**config.mk**
```make
export PLATFORM = sky130hd
export DESIGN_NAME = fpa_back
export DESIGN_NICKNAME = d
export VERILOG_FILES = /design/src/hw/rtl/fpa_pkg.sv /design/src/hw/rtl/fpa_back.sv
export SDC_FILE = /design/constraint.sdc
export NUM_CORES = 1
export LEC_CHECK = 0
export BUFFER_PORTS_ARGS = -buffer_cell sky130_fd_sc_hd__buf_4
export CAP_MARGIN = 10
export CORE_AREA = 2 2 123 125
export CTS_CLUSTER_SIZE = 8
export DETAILED_ROUTE_END_ITERATION = 16
export DIE_AREA = 0 0 125 127
export PLACE_DENSITY = 0.61
export REMOVE_ABC_BUFFERS = 1
export SYNTH_ARGS = -nofsm -noshare
export SYNTH_HDL_FRONTEND = slang
export SYNTH_SLANG_ARGS = --single-unit
export TNS_END_PERCENT = 50
```
**constraint.sdc**
```tcl
create_clock -name clk -period 3.7 [get_ports clk]
set_clock_uncertainty 0.05 [all_clocks]
set_input_delay 0.37 -clock clk [delete_from_list [all_inputs] [get_ports clk]]
set_output_delay 0.37 -clock clk [all_outputs]
set_load 0.01 [all_outputs]
```
**src/hw/rtl/fpa_pkg.sv**
```systemverilog
// Package for the fixed-point ALU: operation codes, format constants,
// the pipeline beat type and the saturation helper. No dependencies.
`default_nettype none
package fpa_pkg;

  localparam int FRAC_BITS = 8;
  localparam int DW        = 32;
  // Dividend and quotient width of the divider: a magnitude shifted left.
  localparam int QW        = DW + FRAC_BITS;

  localparam logic [2:0] OP_ADD = 3'd0;
  localparam logic [2:0] OP_SUB = 3'd1;
  localparam logic [2:0] OP_MUL = 3'd2;
  localparam logic [2:0] OP_DIV = 3'd3;
  localparam logic [2:0] OP_MIN = 3'd4;
  localparam logic [2:0] OP_MAX = 3'd5;

  localparam logic [DW-1:0] SAT_POS = {1'b0, {(DW-1){1'b1}}};
  localparam logic [DW-1:0] SAT_NEG = {1'b1, {(DW-1){1'b0}}};

  // Everything one item carries down the pipeline.
  typedef struct packed {
    logic [2:0]        op;
    logic              neg;
    logic              a_less;
    logic              a_equal;
    logic              dz;
    logic [DW-1:0]     smp_res;
    logic              smp_ovf;
    logic [DW-1:0]     ma;
    logic [DW-1:0]     mb;
    logic [2*DW-1:0]   prod;
    logic [QW-1:0]     dvd;
    logic [DW-1:0]     rem;
    logic [QW-1:0]     quo;
  } pipe_t;

  // Saturates a sign and magnitude pair. Bit DW is the overflow flag.
  function automatic logic [DW:0] sat_mag(input logic neg, input logic [2*DW-1:0] mag);
    logic [DW-1:0] res;
    logic          ovf;
    ovf = 1'b0;
    res = mag[DW-1:0];
    if (!neg) begin
      if (|mag[2*DW-1:DW-1]) begin
        ovf = 1'b1;
        res = SAT_POS;
      end
    end else begin
      if ((|mag[2*DW-1:DW]) || (mag[DW-1] && (|mag[DW-2:0]))) begin
        ovf = 1'b1;
        res = SAT_NEG;
      end else begin
        res = ~mag[DW-1:0] + {{(DW-1){1'b0}}, 1'b1};
      end
    end
    return {ovf, res};
  endfunction

endpackage
`default_nettype wire

```
**src/hw/rtl/fpa_back.sv**
```systemverilog
// Last stage: result select, saturation of multiply and divide, and the
// output register. Depends on fpa_pkg.
`default_nettype none
module fpa_back (
  input  wire                      clk,
  input  wire                      rst_n,
  input  wire                      en,
  input  wire                      pipe_valid,
  input  fpa_pkg::pipe_t           pipe_in,
  output logic                     out_valid_r,
  output logic signed [31:0]       out_result_value_r,
  output logic                     out_overflow_r,
  output logic                     out_divide_by_zero_r,
  output logic                     out_a_less_r,
  output logic                     out_a_equal_r
);
  import fpa_pkg::*;

  logic [DW:0]   mul_sat;
  logic [DW:0]   div_sat;
  logic [DW-1:0] res_nxt;
  logic          ovf_nxt;

  always_comb begin
    mul_sat = sat_mag(pipe_in.neg, pipe_in.prod >> FRAC_BITS);
    div_sat = sat_mag(pipe_in.neg, (2*DW)'(pipe_in.quo));
    res_nxt = '0;
    ovf_nxt = 1'b0;
    case (pipe_in.op)
      OP_ADD, OP_SUB, OP_MIN, OP_MAX: begin
        res_nxt = pipe_in.smp_res;
        ovf_nxt = pipe_in.smp_ovf;
      end
      OP_MUL: begin
        res_nxt = mul_sat[DW-1:0];
        ovf_nxt = mul_sat[DW];
      end
      OP_DIV: begin
        if (!pipe_in.dz) begin
          res_nxt = div_sat[DW-1:0];
          ovf_nxt = div_sat[DW];
        end
      end
      default: begin
        res_nxt = '0;
        ovf_nxt = 1'b0;
      end
    endcase
  end

  always_ff @(posedge clk) begin
    if (!rst_n) begin
      out_valid_r <= 1'b0;
    end else if (en) begin
      out_valid_r <= pipe_valid;
    end
  end

  always_ff @(posedge clk) begin
    if (en) begin
      out_result_value_r   <= res_nxt;
      out_overflow_r       <= ovf_nxt;
      out_divide_by_zero_r <= pipe_in.dz;
      out_a_less_r         <= pipe_in.a_less;
      out_a_equal_r        <= pipe_in.a_equal;
    end
  end

endmodule
`default_nettype wire

```
==> results of run 1 <==
[cell families (layout without fill, tap and decap cells)]
| group | after synthesis | after routing |
|---|---|---|
| muxes | 4 | 4 |
| xor gates and xnor gates | 26 | 26 |
| adders and majority gates | 2 | 2 |
| DFF | 37 | 37 |
| AOI/OAI and AO/OA | 145 | 145 |
| and+or+nand+nor | 207 | 207 |
| buffers and inverters | 50 | 216 |
[flip-flops by register name, summed over array words and instances, names as in the netlist]
name and count:
out_overflow_r 1, out_result_value_r 32, out_divide_by_zero_r 1, out_a_equal_r 1
out_a_less_r 1, out_valid_r 1
[worst max-delay path, cell delays in order]
cell and delay [ps]:
sky130_fd_sc_hd__buf_4 120, sky130_fd_sc_hd__inv_1 70, sky130_fd_sc_hd__ha_1 180, sky130_fd_sc_hd__or3b_2 570, sky130_fd_sc_hd__or4_4 500, sky130_fd_sc_hd__nor2_1 420, sky130_fd_sc_hd__a31oi_2 190, sky130_fd_sc_hd__buf_4 230
sky130_fd_sc_hd__a311oi_1 250, sky130_fd_sc_hd__a221o_1 170
[final cells by class]
class                   instances  area share, %
clock inverters                 3           1.18
repair buffers                194           26.3
multi-input cells             384           45.2
inverters                      14          0.950
flip-flops and latches         37           19.9
clock buffers                   5           2.26
well taps                     184           4.16
[layer usage]
layer / share of wire, % / vias to the layer above / GRT usage [%]
met4: 2.1 / 0 / 6.14
met1: 44 / 2147 / 25.1
met2: 47 / 202 / 30.5
li1: - / 2200 / -
met3: 7.0 / 24 / 4.36
met5: 0 / - / 0
[power by group through the flow]
stage               clock network (mW)  logic [mW]  registers, mW
floorplan                            0       0.107          0.542
global placement                     0       0.382          0.522
detailed placement                   0       0.392          0.522
CTS                              0.594       0.394          0.514
global route                     0.614       0.427          0.517
finish                           0.576       0.393          0.513
[through the flow]
| step | setup slack (ps) | cell area (um2) |
|---|---|---|
| after global routing | 566 | 5530 |
| final | 720 | 5530 |
| after CTS | 772 | 5530 |
| after detailed placement | 477 | 5340 |
| after floorplan | 434 | 3630 |
| after global placement | 507 | 5340 |
[synthesized netlist by cell type, types with 3 or more instances]
cell / number / area share (%)
sky130_fd_sc_hd__a311oi_1: 4 / 0.92
sky130_fd_sc_hd__nand4_1: 8 / 1.3
sky130_fd_sc_hd__xor2_1: 23 / 5.3
sky130_fd_sc_hd__nor4_1: 27 / 4.5
sky130_fd_sc_hd__or4_1: 10 / 2.0
sky130_fd_sc_hd__nand2_1: 30 / 3.0
sky130_fd_sc_hd__a211o_1: 9 / 2.1
sky130_fd_sc_hd__clkbuf_1: 25 / 2.5
sky130_fd_sc_hd__nand2b_1: 7 / 1.2
sky130_fd_sc_hd__nand3_1: 7 / 0.92
sky130_fd_sc_hd__xnor2_1: 3 / 0.69
sky130_fd_sc_hd__nand4b_1: 3 / 0.69
sky130_fd_sc_hd__o221ai_1: 7 / 1.6
sky130_fd_sc_hd__edfxtp_1: 36 / 28
sky130_fd_sc_hd__inv_1: 14 / 1.4
sky130_fd_sc_hd__nor2_1: 67 / 6.6
sky130_fd_sc_hd__nor4_2: 3 / 0.99
sky130_fd_sc_hd__a21oi_1: 35 / 4.6
sky130_fd_sc_hd__buf_2: 7 / 0.92
sky130_fd_sc_hd__and3_1: 3 / 0.49
sky130_fd_sc_hd__mux2i_1: 3 / 0.79
sky130_fd_sc_hd__o21ai_0: 14 / 1.8
sky130_fd_sc_hd__a221o_1: 20 / 5.3
sky130_fd_sc_hd__nor3_1: 17 / 2.2
sky130_fd_sc_hd__a221oi_1: 19 / 4.4
sky130_fd_sc_hd__o22ai_1: 5 / 0.82
sky130_fd_sc_hd__a211oi_1: 3 / 0.59
sky130_fd_sc_hd__or3_1: 9 / 1.5
sky130_fd_sc_hd__a31oi_1: 11 / 1.8
[worst min path at each step]
| stage | start | to | depth (start not counted) |
|---|---|---|---|
| finish | pipe_in[275] | out_a_less_r | 1 |
| global route | pipe_in[274] | out_a_equal_r | 1 |
| CTS | pipe_in[275] | out_a_less_r | 1 |
| detailed placement | out_valid_r | out_valid_r | 2 |
| global placement | out_valid_r | out_valid_r | 2 |
| floorplan | pipe_in[274] | out_a_equal_r | 0 |
==> impl_summary.txt, run 1 <==
----------------------------------------------------
[Worst setup path]
  CP Capture Type ... flip-flop
  Crit start category ... input port
  Required time worst endpoint ... 3800 ps
  Endpoint of the worst-slack reg-to-reg timing path ... out_valid_r
  R2r setup slk ... 3040 ps
  Critical Path End ... out_result_value_r[21]
  Worst r2r path cells ... 2
  Worst setup path class ... in2reg
  Source of the critical timing path ... pipe_in[1]
  Critical path fanouts, max ... 7
  WP data arrival ... 3090 ps
  R2r startpoint ... out_valid_r

[Timing]
  Number of hold violations in the final report ... 0
  Transition time at the pin with the least slew margin ... 735 ps
  Count of endpoints failing setup in the final report ... 0
  Post-route clock period utilization ... 80.6%
  Min Tclk post-route ... 2980 ps
  Count of pins over their slew limit ... 0
  Normalized max-slew margin ... 51.0%
  Setup repair after global routing missed its margin ... no
  Minimum hold slack ... 204 ps
  Setup Total Neg Slack ... 0 ps
  Maximum clock frequency ... 0.336 GHz

[Routing]
  Drt wl/cell ... 19.0 um
  Detail Route Antenna Nets ... 0
  DRT iter0 DRCs ... 297
  Sum of routed wire length over all layers ... 15,600 um
  Via total after detailed routing ... 4,573
  Ratio of routed vias to standard cells ... 5.57
  DRC viols ... 0
  Detailed-routing iteration count for the pre-antenna-repair pass ... 5

[Placement]
  Port Buffer Count ... 176
  HPWL after DPL ... 11,800 um
  Post-Place Cells ... 813
  Weighted congestion reported at the end of routability-driven placement ... 0.851

[Yosys]
  Area of the mapped netlist ... 0.00379 mm2
  Xor and xnor fraction of the mapped netlist area ... 6.00%
  Share of async-settable or async-resettable flops after synthesis ... 0%
  Main combinational cell family by area after synthesis ... simple AND/OR/NAND/NOR gates
  Flops & latches, synth ... 37
  Syn. warnings ... 0
  Count of different cell masters after synthesis ... 60
  Syn_area_per_cell ... 8.05 um2
  Sequential share of the synthesized area ... 29.0%
  Adder and majority gate portion of the synthesized area ... 0.660%
  Primary FF master, synth ... sky130_fd_sc_hd__edfxtp_1
  Fraction of the mapped netlist area in compound gates ... 28.3%
  Post-Synth Simple-Gate Area ... 29.3%
  Share of cell area taken by muxes after synthesis ... 1.09%
  Synthesized netlist cell count ... 471
  Number of synthesized flops with an enable pin ... 36

[Cells and area]
  Signed area change from the synthesized netlist to the final layout ... 45.8%
  Commonest non-fill, non-tap cells in the layout ... sky130_fd_sc_hd__buf_4 (194), sky130_fd_sc_hd__nor2_1 (67), sky130_fd_sc_hd__edfxtp_1 (36)
  Multi-input logic area ... 0.00250 mm2
  Fin cells ... 821
  Area of all sequential standard cells ... 0.00110 mm2
  Final core occ ... 38.4%
  Final-stage net count ... 922
  Layout cell share with drive strength beyond 1 ... 34.7%
  Number of fillers in the final layout ... 1,497
  Commonest non-fill, non-tap cell in the layout ... sky130_fd_sc_hd__buf_4
  Antenna Diode Count ... 0

[Hold path]
  Class of the tightest hold or removal check ... in2reg

[Job]
  Max-capacitance violation count ... 0

[Clock tree]
  Number of buffers on the longest clock path ... 2
  Post-CTS Repair Setup Buffers ... 0
  Clock tree from TritonCTS ... built
  Number of levels the H-tree was split into ... 2
  Number of buffers created by CTS ... 5
  Root buffer selected by CTS ... sky130_fd_sc_hd__clkbuf_16
  Number of cells upsized or downsized after cts ... 0
  Clock network latency to the later pin of the worst-skew pair ... 290 ps
  Clock input transition at the sequential cells of the worst setup and hold paths ... 60 ps
  Clock Sink Count ... 37
  Post-CTS Hold Buffers ... 0

[Floorplan]
  Die area ... 0.0159 mm2
  Chip Height ... 127 um
  Core box area ... 0.0144 mm2
  Initial Util ... 26.3%
  # rows ... 44
  I/O Pins ... 321
  X dimension of the die ... 125 um

[Power and ir drop]
  Switching part of the total ... 26.4%
  Power after layout ... 1.48 mW
  Peak ir drop on the vdd network ... 0.000156 V
  PD cells ... 268 mW/mm2
  Internal power consumption ... 1.09 mW
  Comb pwr share ... 26.5%
  P_sw ... 391 uW
  Leakage component of the power ... 2.24 nW
  Clock network fraction of design power ... 38.8%
  Sequential cell fraction of total power ... 34.6%

[Global route]
  Initial antenna violation count ... 0
  Total global-route track usage ... 18.9%
  Global-route wire length before repair ... 23,700 um
  Vias in the first global route ... 4,324
  Grt total ovfl ... 0
  Pin count of the biggest net entering global routing ... 68

[Status]
  Result of the run ... completed

----------------------------------------------------
(Power assumes the default switching activity.)
==> inputs of run 2 (changes only) <==
--- a/config.mk
+++ b/config.mk
@@ -5,13 +5,14 @@
 export SDC_FILE = /design/constraint.sdc
 export NUM_CORES = 1
 export LEC_CHECK = 0
+export ABC_AREA = 1
 export BUFFER_PORTS_ARGS = -buffer_cell sky130_fd_sc_hd__buf_4
 export CAP_MARGIN = 10
-export CORE_AREA = 2 2 123 125
+export CORE_AREA = 2 2 126 128
 export CTS_CLUSTER_SIZE = 8
 export DETAILED_ROUTE_END_ITERATION = 16
-export DIE_AREA = 0 0 125 127
-export PLACE_DENSITY = 0.61
+export DIE_AREA = 0 0 128 130
+export PLACE_DENSITY = 0.64
 export REMOVE_ABC_BUFFERS = 1
 export SYNTH_ARGS = -nofsm -noshare
 export SYNTH_HDL_FRONTEND = slang
==> constraint.sdc (replaced) <==
create_clock -name clk -period 3 [get_ports clk]
set_clock_uncertainty 0.05 [all_clocks]
set_input_delay 0.3 -clock clk [delete_from_list [all_inputs] [get_ports clk]]
set_output_delay 0.3 -clock clk [all_outputs]
set_load 0.01 [all_outputs]
==> run 2 against run 1 <==
Synthesized area rose by 20%. Highest routed layer unchanged. Register-to-register slack got worse by 730 ps. Worst hold slack got worse by 63 ps. Largest cell class unchanged. Critical path type unchanged. Sequential power rose by 25%. Cell area rose by 12%. Via count rose by 18%. Largest power group is now registers.
==> impl_summary.txt, run 2 <==
----------------------------------------------------
[Global route]
  Global-route wire length before repair ... 26,100 um (was 23,700 um)
  Total global-route track usage ... 20.0% (was 18.9%)
  Initial antenna violation count ... 0 (unchanged)
  Grt total ovfl ... 0 (unchanged)
  Pin count of the biggest net entering global routing ... 55 (was 68)
  Vias in the first global route ... 5,125 (was 4,324)

[Floorplan]
  I/O Pins ... 321 (unchanged)
  Chip Height ... 130 um (was 127 um)
  Initial Util ... 29.5% (was 26.3%)
  X dimension of the die ... 128 um (was 125 um)
  # rows ... 46 (was 44)
  Core box area ... 0.0154 mm2 (was 0.0144 mm2)
  Die area ... 0.0166 mm2 (was 0.0159 mm2)

[Cells and area]
  Commonest non-fill, non-tap cell in the layout ... sky130_fd_sc_hd__nand2_1 (was sky130_fd_sc_hd__buf_4)
  Final core occ ... 40.0% (was 38.4%)
  Number of fillers in the final layout ... 1,681 (was 1,497)
  Top register by number of flip-flops ... out_result_value_r (unchanged)
  Final-stage net count ... 1,184 (was 922)
  Layout cell share with drive strength beyond 1 ... 29.1% (was 34.7%)
  Antenna Diode Count ... 0 (unchanged)
  Final design instance area without fill ... 0.00618 mm2 (was 0.00553 mm2)
  Signed area change from the synthesized netlist to the final layout ... 35.8% (was 45.8%)
  Fin cells ... 1,091 (was 821)
  Flip-flop count of the largest register after layout ... 32 (unchanged)
  Commonest non-fill, non-tap cells in the layout ... sky130_fd_sc_hd__nand2_1 (184), sky130_fd_sc_hd__buf_4 (181), sky130_fd_sc_hd__nor2_1 (129) (was sky130_fd_sc_hd__buf_4 (194), sky130_fd_sc_hd__nor2_1 (67), sky130_fd_sc_hd__edfxtp_1 (36))

[Timing]
  Normalized max-slew margin ... 52.4% (was 51.0%)
  Transition time at the pin with the least slew margin ... 712 ps (was 735 ps)
  Final WS setup ... 1050 ps (was 720 ps)
  Count of pins over their slew limit ... 0 (unchanged)
  Min Tclk post-route ... 1950 ps
  Setup repair after global routing missed its margin ... no (unchanged)
  Maximum clock frequency ... 0.513 GHz
  Count of endpoints failing setup in the final report ... 0 (unchanged)
  Minimum hold slack ... 141 ps (was 204 ps)
  Post-route clock period utilization ... 65.0%
  Number of hold violations in the final report ... 0 (unchanged)
  Setup Total Neg Slack ... 0 ps (unchanged)

[Yosys]
  Number of synthesized flops with an enable pin ... 36 (unchanged)
  Syn. warnings ... 0 (unchanged)
  Primary FF master, synth ... sky130_fd_sc_hd__edfxtp_1 (unchanged)
  Syn_area_per_cell ... 6.22 um2 (was 8.05 um2)
  Most frequently used cell type in the post-synthesis netlist ... sky130_fd_sc_hd__nand2_1 (was sky130_fd_sc_hd__nor2_1)
  Dominant cells by area after synthesis ... sky130_fd_sc_hd__edfxtp_1 (24%), sky130_fd_sc_hd__nand2_1 (15%), sky130_fd_sc_hd__nor2_1 (11%), sky130_fd_sc_hd__nand3_1 (9.6%), sky130_fd_sc_hd__inv_1 (4.5%) (was sky130_fd_sc_hd__edfxtp_1 (28%), sky130_fd_sc_hd__nor2_1 (6.6%), sky130_fd_sc_hd__xor2_1 (5.3%), sky130_fd_sc_hd__a221o_1 (5.3%), sky130_fd_sc_hd__a21oi_1 (4.6%))
  Share of async-settable or async-resettable flops after synthesis ... 0% (unchanged)
  Sequential share of the synthesized area ... 24.2% (was 29.0%)
  Top-area cell type share of the netlist area ... 23.8% (was 28.5%)
  Most used standard cells in the synthesized netlist ... sky130_fd_sc_hd__nand2_1 (184), sky130_fd_sc_hd__nor2_1 (129), sky130_fd_sc_hd__nand3_1 (87), sky130_fd_sc_hd__inv_1 (54), sky130_fd_sc_hd__o21ai_0 (38) (was sky130_fd_sc_hd__nor2_1 (67), sky130_fd_sc_hd__edfxtp_1 (36), sky130_fd_sc_hd__a21oi_1 (35), sky130_fd_sc_hd__nand2_1 (30), sky130_fd_sc_hd__nor4_1 (27))
  Synthesized netlist cell count ... 731 (was 471)
  Largest area contributor in the netlist ... sky130_fd_sc_hd__edfxtp_1 (unchanged)
  Flops & latches, synth ... 37 (unchanged)
  Area of the mapped netlist ... 0.00455 mm2 (was 0.00379 mm2)
  Count of different cell masters after synthesis ... 43 (was 60)

[Worst setup path]
  Critical path fanouts, max ... 19 (was 7)
  Worst path most repeated cell ... sky130_fd_sc_hd__nand2_2 (was sky130_fd_sc_hd__buf_4)
  WP data arrival ... 1920 ps (was 3090 ps)
  Worst setup path class ... in2reg (unchanged)
  Cells along the critical path ... buf_4, inv_1, ha_1, nand3_2, nor2_4, nand2_2, inv_2, nand2_2, nand3_4, nand2_4, clkinv_4, a21boi_1, nand2_1 (was buf_4, inv_1, ha_1, or3b_2, or4_4, nor2_1, a31oi_2, buf_4, a311oi_1, a221o_1)
  CP Capture Type ... flip-flop (unchanged)
  Cell with the largest stage delay on the worst path ... sky130_fd_sc_hd__a21boi_1 (was sky130_fd_sc_hd__or3b_2)
  Buffer and inverter count on the worst path ... 4 (was 3)
  Cell type group with the largest total delay on the critical path ... simple AND/OR/NAND/NOR gates (unchanged)
  Crit start category ... input port (unchanged)
  Required time worst endpoint ... 2970 ps (was 3800 ps)
  Slowest cell delay on critical path ... 240 ps (was 570 ps)

[Clock tree]
  Clock tree from TritonCTS ... built (unchanged)
  Clock network latency to the later pin of the worst-skew pair ... 280 ps (was 290 ps)
  Number of cells upsized or downsized after cts ... 0 (unchanged)
  Number of buffers created by CTS ... 5 (unchanged)
  Post-CTS Repair Setup Buffers ... 0 (unchanged)
  Clock input transition at the sequential cells of the worst setup and hold paths ... 60 ps (about the same)
  Number of levels the H-tree was split into ... 2 (unchanged)
  Root buffer selected by CTS ... sky130_fd_sc_hd__clkbuf_16 (unchanged)
  Clock Sink Count ... 37 (unchanged)
  Number of buffers on the longest clock path ... 2 (unchanged)
  Post-CTS Hold Buffers ... 0 (unchanged)

[Hold path]
  Class of the tightest hold or removal check ... in2reg (unchanged)

[Routing]
  Detail Route Antenna Nets ... 0 (unchanged)
  DRC viols ... 0 (unchanged)
  Sum of routed wire length over all layers ... 16,800 um (was 15,600 um)
  Ratio of routed vias to standard cells ... 4.94 (was 5.57)
  Detailed-routing iteration count for the pre-antenna-repair pass ... 5 (unchanged)
  Drt wl/cell ... 15.4 um (was 19.0 um)
  Via total after detailed routing ... 5,393 (was 4,573)
  DRT iter0 DRCs ... 429 (was 297)

[Placement]
  Cell area reported after detailed placement ... 0.00603 mm2 (was 0.00534 mm2)
  DP Worst Slack ... 775 ps (was 477 ps)
  Weighted congestion reported at the end of routability-driven placement ... 0.933 (was 0.851)
  HPWL after DPL ... 13,800 um (was 11,800 um)
  Port Buffer Count ... 176 (unchanged)
  Post-Place Cells ... 1,083 (was 813)

[Power and ir drop]
  PD cells ... 282 mW/mm2 (was 268 mW/mm2)
  Peak ir drop on the vdd network ... 0.000225 V (was 0.000156 V)
  Leakage component of the power ... 2.75 nW (was 2.24 nW)
  Power after layout ... 1.74 mW (was 1.48 mW)

[Job]
  Max-capacitance violation count ... 0 (unchanged)

[Status]
  Result of the run ... completed (unchanged)

----------------------------------------------------
run 2: path summary, 6_finish.rpt:
check,startpoint,to,slack (ps),cells past startpoint
worst max register to register,out_valid_r,out_valid_r,2310,2
worst min register to register,out_valid_r,out_valid_r,500,2
worst min-delay path,pipe_in[275],out_a_less_r,140,1
worst max-delay path,pipe_in[0],out_result_value_r[6],1050,13
run 2: final cells by class:
| type | count | area, um2 | area share (%) |
|---|---|---|---|
| inverter | 64 | 245 | 3.97 |
| multi-input combinational | 609 | 3090 | 49.9 |
| tap | 192 | 240 | 3.89 |
| timing repair buffer | 181 | 1360 | 22.0 |
| sequential | 37 | 1100 | 17.8 |
| clock buffer | 8 | 146 | 2.37 |
run 2: power breakdown:
group	total (mW)	internal (mW)	switching (mW)
Sequential	0.639	0.622	0.0167
Combinational	0.571	0.264	0.307
Clock	0.531	0.331	0.200
Total	1.74	1.22	0.524
run 2: routing by layer:
layer  track usage, %  up-vias  wire length (um)
met5                0        -                 0
li1                 -     2755                 -
met4             3.94        0               253
met3             4.72       21              1190
met1             25.8     2440              7460
met2             34.4      177              7900
run 2: kinds of logic (layout without fill, tap and decap cells):
kind of cell	count (synthesis)	after routing	share of synthesized area [%]
AND/OR/NAND/NOR	498	498	52.3
AO/OA/AOI/OAI	89	89	11.1
buffers and inverters	85	253	7.98
flip-flops	37	37	24.2
XOR/XNOR	20	20	3.85
adder cells (fa/ha/maj)	2	2	0.550
